[config.mk]
export PLATFORM = sky130hd
export DESIGN_NAME = sedm_ctrl
export DESIGN_NICKNAME = d
export VERILOG_FILES = /design/src/rtl/sobel_edge_magnitude_rgb_defines.svh /design/src/rtl/sedm_pkg.sv /design/src/rtl/sedm_ctrl.sv
export SDC_FILE = /design/constraint.sdc
export NUM_CORES = 1
export LEC_CHECK = 0
export ABC_AREA = 1
export BUFFER_PORTS_ARGS = -buffer_cell sky130_fd_sc_hd__buf_4
export CORE_ASPECT_RATIO = 1.75
export CORE_UTILIZATION = 57
export DETAILED_ROUTE_END_ITERATION = 8
export PLACE_DENSITY = 0.71
export SYNTH_ARGS = -nofsm -noshare
export SYNTH_HDL_FRONTEND = slang
export SYNTH_SLANG_ARGS = --single-unit
[constraint.sdc]
create_clock -name clk -period 8.3 [get_ports clk]
set_input_delay 0.415 -clock clk [delete_from_list [all_inputs] [get_ports clk]]
set_output_delay 0.415 -clock clk [all_outputs]
set_load 0.02 [all_outputs]
[src/rtl/sobel_edge_magnitude_rgb_defines.svh]
// ----------------------------------------------------------------------------
// Sobel edge magnitude: assertion macros
// Shared macros for the concurrent checks of the block.
// ----------------------------------------------------------------------------
`ifndef SOBEL_EDGE_MAGNITUDE_RGB_DEFINES_SVH
`define SOBEL_EDGE_MAGNITUDE_RGB_DEFINES_SVH

// The consequent must hold in the same cycle as the antecedent.
`define SEDM_ASSERT_SAME(lbl, clk, rst_n, ante, cons) \
	lbl: assert property (@(posedge clk) disable iff (!rst_n) (ante) |-> (cons)) \
	else $error("sedm assertion failed");

// The consequent must hold in the cycle after the antecedent.
`define SEDM_ASSERT_NEXT(lbl, clk, rst_n, ante, cons) \
	lbl: assert property (@(posedge clk) disable iff (!rst_n) (ante) |=> (cons)) \
	else $error("sedm assertion failed");

`endif

[src/rtl/sedm_pkg.sv]
// ----------------------------------------------------------------------------
// Sobel edge magnitude package
// Word types, command struct and fixed constants of the block.
// ----------------------------------------------------------------------------
`timescale 1ns / 1ps
package sedm_pkg;

	// Item kinds.
	localparam logic KIND_PIXEL = 1'b0;
	localparam logic KIND_DRAIN = 1'b1;

	// Configuration register indexes and widths.
	localparam int CFG_DATA_BITS = 16;
	localparam logic CFG_IDX_WIDTH  = 1'b0;
	localparam logic CFG_IDX_HEIGHT = 1'b1;
	localparam logic [10:0] WIDTH_RESET  = 11'd1024;
	localparam logic [15:0] HEIGHT_RESET = 16'd1024;

	// Virtual row counter width: rows run one past the frame during the drain.
	localparam int VROW_BITS = 17;

	// Sums of squares at or above this value round to 256 or more.
	localparam logic [20:0] SAT_LIMIT = 21'd65281;
	localparam logic [7:0]  PIX_MAX   = 8'd255;

	typedef struct packed {
		logic       kind;
		logic [7:0] red_in;
		logic [7:0] green_in;
		logic [7:0] blue_in;
	} sedm_in_t;

	typedef struct packed {
		logic [7:0] red_out;
		logic [7:0] green_out;
		logic [7:0] blue_out;
		logic       frame_last;
	} sedm_out_t;

	// Window taps forced to zero because they fall outside the frame.
	typedef struct packed {
		logic top;
		logic bottom;
		logic left;
		logic right;
	} sedm_mask_t;

	typedef struct packed {
		logic       load;
		logic       pix_zero;
		logic       ram_rd;
		logic       win_en;
		logic       grad_en;
		logic       sqr_en;
		logic       root_en;
		logic [2:0] root_bit;
		logic       rnd_en;
		logic       out_load;
		sedm_mask_t mask;
	} sedm_cmd_t;

endpackage

[src/rtl/sedm_ctrl.sv]
// ----------------------------------------------------------------------------
// Sobel edge magnitude controller
// Frame position, drain count, configuration and the sequencing state machine.
// ----------------------------------------------------------------------------
`timescale 1ns / 1ps
module sedm_ctrl import sedm_pkg::*; #(
	parameter int MAX_WIDTH = 1024,
	localparam int AW = $clog2(MAX_WIDTH)
) (
	input  logic                     clk,
	input  logic                     arst_n,
	input  logic                     in_valid,
	output logic                     in_ready,
	input  logic                     kind,
	input  logic                     cfg_we,
	input  logic                     cfg_index,
	input  logic [CFG_DATA_BITS-1:0] cfg_data,
	output sedm_cmd_t                cmd,
	output logic [AW-1:0]            addr,
	output logic                     out_valid,
	input  logic                     out_ready,
	output logic                     out_last
);

	localparam int EW = $clog2(MAX_WIDTH + 1);
	localparam int PW = $clog2(MAX_WIDTH + 2);

	typedef enum logic [2:0] {
		S_IDLE, S_READ, S_WIN, S_GRAD, S_SQR, S_ROOT, S_RND, S_DONE
	} state_t;

	state_t          state_q;
	logic [10:0]     width_q;
	logic [15:0]     height_q;
	logic [15:0]     row_q;
	logic [AW-1:0]   col_q;
	logic [PW-1:0]   pend_q;
	logic [AW-1:0]   addr_q;
	sedm_mask_t      mask_q;
	logic            last_q;
	logic            emit_q;
	logic [2:0]      bit_q;
	logic            out_valid_q;
	logic            out_last_q;

	logic [EW-1:0]        eff_w;
	logic [15:0]          eff_h;
	logic                 is_pix;
	logic                 finished;
	logic                 push;
	logic                 accept;
	logic [PW-1:0]        drain_idx;
	logic                 wrap;
	logic [EW-1:0]        vcol;
	logic [VROW_BITS-1:0] vrow;
	logic                 emit;
	logic [VROW_BITS-1:0] orow;
	logic [EW-1:0]        ocol;
	sedm_mask_t           mask_c;
	logic                 last_c;
	logic                 out_free;

	// Effective frame size after clamping.
	always_comb begin
		if (width_q == 11'd0) begin
			eff_w = EW'(1);
		end else if (32'(width_q) > MAX_WIDTH) begin
			eff_w = EW'(MAX_WIDTH);
		end else begin
			eff_w = EW'(width_q);
		end
		eff_h = (height_q == 16'd0) ? 16'd1 : height_q;
	end

	// Position of the item and of the result it produces. A drain tick acts
	// as a zero pixel at a virtual position past the end of the frame.
	always_comb begin
		is_pix    = (kind == KIND_PIXEL);
		finished  = (row_q == 16'd0) && (col_q == '0) && (pend_q != '0);
		push      = is_pix || finished;
		accept    = in_valid && in_ready;
		drain_idx = PW'(eff_w) + PW'(1) - pend_q;
		wrap      = (drain_idx == PW'(eff_w));
		if (is_pix) begin
			vcol = EW'(col_q);
			vrow = VROW_BITS'(row_q);
		end else begin
			vcol = wrap ? '0 : EW'(drain_idx);
			vrow = VROW_BITS'(eff_h) + VROW_BITS'(wrap);
		end
		emit = (vrow >= VROW_BITS'(2)) || ((vrow == VROW_BITS'(1)) && (vcol != '0));
		if (vcol != '0) begin
			orow = vrow - VROW_BITS'(1);
			ocol = vcol - EW'(1);
		end else begin
			orow = vrow - VROW_BITS'(2);
			ocol = eff_w - EW'(1);
		end
		mask_c.top    = (orow == '0);
		mask_c.bottom = ((VROW_BITS + 1)'(orow) + (VROW_BITS + 1)'(1)) >=
		                (VROW_BITS + 1)'(eff_h);
		mask_c.left   = (ocol == '0);
		mask_c.right  = (ocol + EW'(1)) >= eff_w;
		last_c = (orow == VROW_BITS'(eff_h) - VROW_BITS'(1)) && (ocol == eff_w - EW'(1));
	end

	assign in_ready = (state_q == S_IDLE);
	assign out_free = !out_valid_q || out_ready;

	// Commands to the datapath.
	always_comb begin
		cmd          = '0;
		cmd.load     = accept && push;
		cmd.pix_zero = !is_pix;
		cmd.ram_rd   = (state_q == S_READ);
		cmd.win_en   = (state_q == S_WIN);
		cmd.grad_en  = (state_q == S_GRAD);
		cmd.sqr_en   = (state_q == S_SQR);
		cmd.root_en  = (state_q == S_ROOT);
		cmd.root_bit = bit_q;
		cmd.rnd_en   = (state_q == S_RND);
		cmd.out_load = (state_q == S_DONE) && out_free;
		cmd.mask     = mask_q;
	end

	assign addr      = addr_q;
	assign out_valid = out_valid_q;
	assign out_last  = out_last_q;

	// State machine, frame position and configuration.
	always_ff @(posedge clk or negedge arst_n) begin
		if (!arst_n) begin
			state_q     <= S_IDLE;
			width_q     <= WIDTH_RESET;
			height_q    <= HEIGHT_RESET;
			row_q       <= '0;
			col_q       <= '0;
			pend_q      <= '0;
			addr_q      <= '0;
			mask_q      <= '0;
			last_q      <= 1'b0;
			emit_q      <= 1'b0;
			bit_q       <= '0;
			out_valid_q <= 1'b0;
			out_last_q  <= 1'b0;
		end else begin
			// A register write restarts the frame.
			if (cfg_we) begin
				unique case (cfg_index)
					CFG_IDX_WIDTH:  width_q  <= cfg_data[10:0];
					CFG_IDX_HEIGHT: height_q <= cfg_data;
				endcase
				row_q  <= '0;
				col_q  <= '0;
				pend_q <= '0;
			end else if (accept && is_pix) begin
				if (EW'(col_q) == eff_w - EW'(1)) begin
					col_q <= '0;
					row_q <= (row_q == eff_h - 16'd1) ? 16'd0 : row_q + 16'd1;
				end else begin
					col_q <= col_q + AW'(1);
				end
				if ((EW'(col_q) == eff_w - EW'(1)) && (row_q == eff_h - 16'd1)) begin
					pend_q <= PW'(eff_w) + PW'(1);
				end else if (finished) begin
					pend_q <= '0;
				end
			end else if (accept && finished) begin
				pend_q <= pend_q - PW'(1);
			end

			// Output register handshake.
			if (cmd.out_load) begin
				out_valid_q <= 1'b1;
				out_last_q  <= last_q;
			end else if (out_ready) begin
				out_valid_q <= 1'b0;
			end

			unique case (state_q)
				S_IDLE: begin
					if (accept && push) begin
						addr_q     <= vcol[AW-1:0];
						mask_q     <= mask_c;
						last_q     <= last_c && !is_pix;
						emit_q     <= emit;
						state_q    <= S_READ;
					end
				end
				S_READ: state_q <= S_WIN;
				S_WIN:  state_q <= emit_q ? S_GRAD : S_IDLE;
				S_GRAD: state_q <= S_SQR;
				S_SQR: begin
					bit_q   <= 3'd7;
					state_q <= S_ROOT;
				end
				S_ROOT: begin
					bit_q <= bit_q - 3'd1;
					if (bit_q == 3'd0) begin
						state_q <= S_RND;
					end
				end
				S_RND:  state_q <= S_DONE;
				S_DONE: begin
					if (out_free) begin
						state_q <= S_IDLE;
					end
				end
				default: state_q <= S_IDLE;
			endcase
		end
	end

endmodule

==> results of run 1 <==
==> layout by cell type, fill, tap and decap left out, types with 13 or more instances in the layout <==
| master | instances |
|---|---|
| inv_2 | 13 |
| nand3b_1 | 13 |
| nand4_1 | 37 |
| ha_1 | 57 |
| buf_4 | 73 |
| nor3_1 | 36 |
| o21ai_0 | 87 |
| a21oi_1 | 50 |
| inv_1 | 208 |
| nor2_2 | 20 |
| nand2_1 | 348 |
| nand2_2 | 28 |
| nor2_1 | 149 |
| xor2_1 | 101 |
| dfrtp_1 | 85 |
| nand3_1 | 124 |
==> metrics by stage <==
stage	cell area [um2]	setup TNS (ns)	util	worst slack [ns]
2_1_floorplan	9770	0	-	0.781
3_3_place_gp	10400	0	0.615	0.102
3_5_place_dp	10400	0	0.615	0.0688
4_1_cts	10700	0	0.632	0.0201
5_1_grt	10900	-0.0186	0.645	-0.0186
6_report	10900	0	0.645	0.664
==> sequential cells by signal (all words and copies together) (netlist names), 4 cells and up <==
| name | flops |
|---|---|
| height_q | 16 |
| row_q | 16 |
| pend_q | 11 |
| width_q | 11 |
| addr | 10 |
| col_q | 10 |
| cmd | 4 |
==> layer usage <==
| layer | vias up | global-route usage |
|---|---|---|
| li1 | 5030 | - |
| met1 | 4543 | 0.354 |
| met2 | 337 | 0.676 |
| met3 | 166 | 0.0476 |
| met4 | 0 | 0.343 |
| met5 | - | 0 |
==> layout make-up <==
| cell class | instances | area [um2] |
|---|---|---|
| Fill cell | 1664 | 6000 |
| Timing Repair Buffer | 73 | 548 |
| Tap cell | 227 | 284 |
| Sequential cell | 88 | 2210 |
| Clock inverter | 7 | 60.1 |
| Inverter | 224 | 841 |
| Multi-Input combinational cell | 1174 | 6710 |
| Clock buffer | 9 | 225 |
==> cells in the mapped netlist (all sizes together), types with 12 or more instances <==
master	number
nand2	380
inv	221
nor2	176
nand3	131
o21ai	105
xor2	104
dfrtp	86
ha	59
a21oi	51
nor3	44
nand4	37
clkbuf	19
buf	18
nand3b	13
nor4	12
==> cells by family after synthesis <==
| logic type | Yosys count |
|---|---|
| AOI/OAI and AO/OA | 187 |
| adders and majority gates | 60 |
| muxes | 1 |
| xor gates and xnor gates | 115 |
| DFF | 88 |
| and+or+nand+nor | 811 |
| buffers and inverters | 261 |
==> final timing paths <==
check                           slack (ns)                       end
worst max-delay path                  0.66        cmd[2]$_DFFE_PN0P_
worst min-delay path                  0.04    state_q[1]$_DFFE_PN0P_
worst max register to register        0.66        cmd[2]$_DFFE_PN0P_
worst min register to register        0.48        last_q$_DFFE_PN0P_
max in group asynchronous             7.18    width_q[2]$_DFFE_PN0P_
min in group clk                      0.30  height_q[13]$_DFFE_PN0P_
==> worst max-delay path: cells and delay by family (launching register included) <==
| kind | cells | cell delay, ns |
|---|---|---|
| AOI/OAI and AO/OA | 5 | 0.76 |
| buffers and inverters | 6 | 0.50 |
| adders and majority gates | 5 | 1.08 |
| DFF | 1 | 0.44 |
| xor gates and xnor gates | 5 | 0.74 |
| and+or+nand+nor | 27 | 3.99 |
==> power by group through the flow <==
stage / combinational (uW) / clock, uW / sequential, uW
5_1_grt: 2630 / 424 / 615
6_report: 2360 / 404 / 604
3_3_place_gp: 2290 / 0 / 607
2_1_floorplan: 1680 / 0 / 620
3_5_place_dp: 2310 / 0 / 609
4_1_cts: 2320 / 409 / 601
==> what timing repair did <==
action / in CTS / in global routing
setup buffers: 0 / 3
endpoints found under the setup margin: 0 / 3
resized for setup: 0 / 54
hold buffers: 0 / 0
==> flow_summary.ini, run 1 <==
[setup_path]
cp_max_fo = 13
crit_top_cell = nand2_1
path_class = register to register
cpPeakStageDelay_ns = 0.44
setup.worst_path.start = width_q[7]$_DFFE_PN0P_
start_kind = register
ff2ff_path_depth = 48
cpMaxStageDelayCell = dfrtp_1
arrival_ns = 7.88
endpoint_kind = register
rr_startpoint = width_q[7]$_DFFE_PN0P_
cp.required_ns = 8.55

[drt]
vias = 10076
wl_met2_um = 16200
wl_met1_um = 10600
wl_met3_um = 1320
ant_nets = 0
drc = 0
wl_um = 31300
top_layer = met4
avgViaCountPerCell = 5.59
first_iter_violations = 511
wire_per_inst_um = 17.4
dr.pass1.iters = 5

[timing]
hold_viol = 0
setup_violations = 0
hold_slack_ns = 0.0401
fmax_mhz = 131
finClkSkew_ns = 0.00963
slew_viol_final = 0
slew-limit-headroom = 0.365
finalCritPeriodShare = 0.920
tightest_slew_ns = 0.950
fin_crit_ns = 7.64

[yosys]
netlist_area_um2 = 9770
syn_inst = 1523
synth_top_family_by_area = simple AND/OR/NAND/NOR gates
seq_area_frac_synth = 0.226
syn-num-nets = 1606
synth_adder_area_share = 0.0776
synthMuxAreaShare = 0.00115
yosysWarnings = 0
synth-simple-area-share = 0.378
synth_edf_count = 0
synthFlopType = dfrtp_1
syn_area_per_cell_um2 = 6.41
synth_area_leader_cell = dfrtp_1
synth_cell_types = 58
netlist_top_cells_area = dfrtp_1 22%, nand2_1 14%, xor2_1 9.3%, inv_1 8.0%, ha_1 7.6%
synth_xor_area_frac = 0.103
synth_top_area_frac = 0.220
async_flop_share = 1.00
synth_compound_area_frac = 0.108
synth-seq-cells = 88

[power]
p_clk_frac = 0.120
p_total_uw = 3360
power_density_nw_per_um2 = 309
sw_frac_of_total = 0.546
vdd_drop_max_mv = 0.317
comb_power_share = 0.700
p_int_uw = 1530
p_leak_uw = 0.00545
p_seq_frac = 0.179
switching_power_uw = 1840

[clock_network]
cts_tree = yes
cts_max_level = 3
cts_buffers = 9
clk_path_buf_depth = 2
insertion_delay_ns = 0.36
cts_sinks = 88
clk_pin_slew_ns = 0.07
root_buffer = clkbuf_16

[global_routing]
grt_max_degree = 48
grt_pass1_wl_um = 49700
grt_pass1_vias = 9885
overflow = 0
grt_usage = 0.373
antenna_found_initial = 0

[die]
start_util = 0.579
rows = 63
die_area_um2 = 17700
io_pins = 52
die_x_um = 101
fp.dieH_um = 175
core_area_um2 = 16900

[hold_path]
min_path_type = primary input to asynchronous set/reset pin

[placement]
place_congestion = 1.02
hpwl_um = 25600
place_inst = 1783
portBuffers = 51

[job]
max_cap_viol_count = 0

[finish]
fin_cells = 1802
nets = 1653
drive_gt1_frac = 0.136
syn_to_final_growth_pct = 11.3
diodes = 0

[run_status]
status = finished clean
No activity file was read; power rests on OpenSTA's default activity.
==> inputs of run 2 (changes only) <==
--- a/config.mk
+++ b/config.mk
@@ -5,7 +5,6 @@
 export SDC_FILE = /design/constraint.sdc
 export NUM_CORES = 1
 export LEC_CHECK = 0
-export ABC_AREA = 1
 export BUFFER_PORTS_ARGS = -buffer_cell sky130_fd_sc_hd__buf_4
 export CORE_ASPECT_RATIO = 1.75
 export CORE_UTILIZATION = 57
==> flow_summary.ini, run 2 <==
[timing]
fin_crit_ns = 7.90
fmax_mhz = 127
slew-limit-headroom = 0.208
fin_tns_setup_ns = 0
tightest_slew_ns = 1.19
hold_viol = 0
setup_violations = 0
slew_viol_final = 0
hold_slack_ns = 0.271
finalCritPeriodShare = 0.951
finClkSkew_ns = 0.0187
fin_ws_ns = 0.405

[clock_network]
cts_tree = yes
clk_pin_slew_ns = 0.08
clk_path_buf_depth = 2
cts_sinks = 88
cts_max_level = 3
root_buffer = clkbuf_16
insertion_delay_ns = 0.37
cts_buffers = 9

[drt]
vias = 9826
wl_um = 32900
wire_per_inst_um = 21.6
first_iter_violations = 626
ant_nets = 0
dr.pass1.iters = 6
avgViaCountPerCell = 6.44
drc = 0

[placement]
place_inst = 1496
pre_cts_slack_ns = -0.0689
hpwl_um = 25400
place_congestion = 0.996
portBuffers = 51

[yosys]
syn_inst = 1253
yosysWarnings = 0
synth_top_area_frac = 0.221
synth_area_leader_cell = dfrtp_1
netlist_area_um2 = 9720
netlist_top_cells_area = dfrtp_1 22%, ha_1 7.6%, xnor2_1 7.4%, xor2_1 5.1%, nor2_1 4.3%
async_flop_share = 1.00
syn_area_per_cell_um2 = 7.76
synth-seq-cells = 88
synth_cell_types = 96
synth_edf_count = 0
syn-num-nets = 1336
synthFlopType = dfrtp_1
yosysMostFrequentCell = nor2_1
seq_area_frac_synth = 0.227
synth_common_cells = 112 x nor2_1, 109 x nand2_1, 86 x dfrtp_1

[die]
rows = 62
core_area_um2 = 16500
die_x_um = 101
die_area_um2 = 17600
fp.dieH_um = 175
start_util = 0.588
io_pins = 52

[setup_path]
endpoint_kind = register
cp.required_ns = 8.56
ff2ff_path_depth = 38
cpMaxStageDelayCell = fa_1
r2r_slack_ns = 0.40
arrival_ns = 8.15
start_kind = register
crit_top_cell = ha_1
cp_max_fo = 9
path_class = register to register
cpPeakStageDelay_ns = 0.48

[finish]
mostFrequentLayoutCells = 108 x nor2_1, 108 x nand2_1, 102 x buf_4, 86 x dfrtp_1, 80 x xnor2_1
final_util = 0.662
nets = 1379
syn_to_final_growth_pct = 12.6
fin_cells = 1525
reg.largest.list = height_q x16, row_q x16
drive_gt1_frac = 0.166
diodes = 0

[power]
vdd_drop_max_mv = 0.142
power_density_nw_per_um2 = 307
p_leak_uw = 0.00469

[hold_path]
whs_path_depth = 3
min_path_type = primary input to register

[global_routing]
grt_pass1_vias = 9604
grt_max_degree = 65
overflow = 0
antenna_found_initial = 0
grt_pass1_wl_um = 50900
grt_usage = 0.384

[run_status]
status = finished clean

[job]
max_cap_viol_count = 0
## run 2: changes by cell type in the layout (fill, tap and decap cells not counted), moves of 16 or more
cell	before	now
a21oi_1	50	74
a31oi_1	3	19
and3_1	0	22
buf_4	73	102
inv_1	208	64
mux2_2	1	33
nand2_1	348	108
nand2_2	28	1
nand3_1	124	54
nor2_1	149	108
o21ai_0	87	69
o31ai_1	0	16
xnor2_1	11	80
xor2_1	101	57
## run 2: final timing paths
check,to,from
min reg2reg,addr[4]$_DFFE_PN0P_,addr[4]$_DFFE_PN0P_
max in group asynchronous,out_last$_DFFE_PN0P_,arst_n
min in group asynchronous,pend_q[6]$_DFFE_PN0P_,arst_n
max,cmd[2]$_DFFE_PN0P_,width_q[5]$_DFFE_PN0P_
min,width_q[5]$_DFFE_PN0P_,cfg_data[5]
max reg2reg,cmd[2]$_DFFE_PN0P_,width_q[5]$_DFFE_PN0P_
## run 2: cell type report
class	count	area (um2)
inverter	67	253
tap	224	280
multi-input combinational	1025	7080
fill	1534	5580
clock buffer	10	229
timing repair buffer	105	798
clock inverter	6	98.8
sequential	88	2200
## run 2: report_power, final
part           switching (uW)  total (uW)  internal (uW)
registers                99.9         607            507
logic                    1360        2280            918
clock network             201         471            270
## run 2: routing by layer
metal / up-vias / routed length (um) / GRT usage
met4: 0 / 3140 / 0.338
met5: - / 0 / 0
met1: 4657 / 11300 / 0.383
li1: 4591 / - / -
met3: 162 / 1640 / 0.0460
met2: 416 / 16800 / 0.684
## run 2: critical path, delay by kind of cell, from the launching register on
kind	cells	cell delay (ns)
buffers and inverters	5	0.66
and+or+nand+nor	12	1.96
AOI/OAI and AO/OA	11	2.05
xor gates and xnor gates	3	0.49
DFF	1	0.41
adders and majority gates	7	2.22
## run 2: through the flow
stage | power, uW | instance area, um2
detailed placement | 2770 | 10400
CTS | 3260 | 10800
floorplan | 2150 | 9740
global placement | 2750 | 10400
global route | 3590 | 10900
finish | 3360 | 10900
## run 2: timing repair
item / CTS / global route
hold endpoints to repair: 23 / 0
pin swaps: 1 / 4
endpoints found under the setup margin: 2 / 3
resized for setup: 2 / 30
buffers inserted: 3 / 9
hold buffers: 1 / 0
## run 2: logic make-up after synthesis
family          synth area share
compound gates             0.196
simple gates               0.254
flops                      0.227
fa+ha+maj                 0.0780
xor+xnor                   0.133
buf+inv                   0.0583
mux                       0.0542
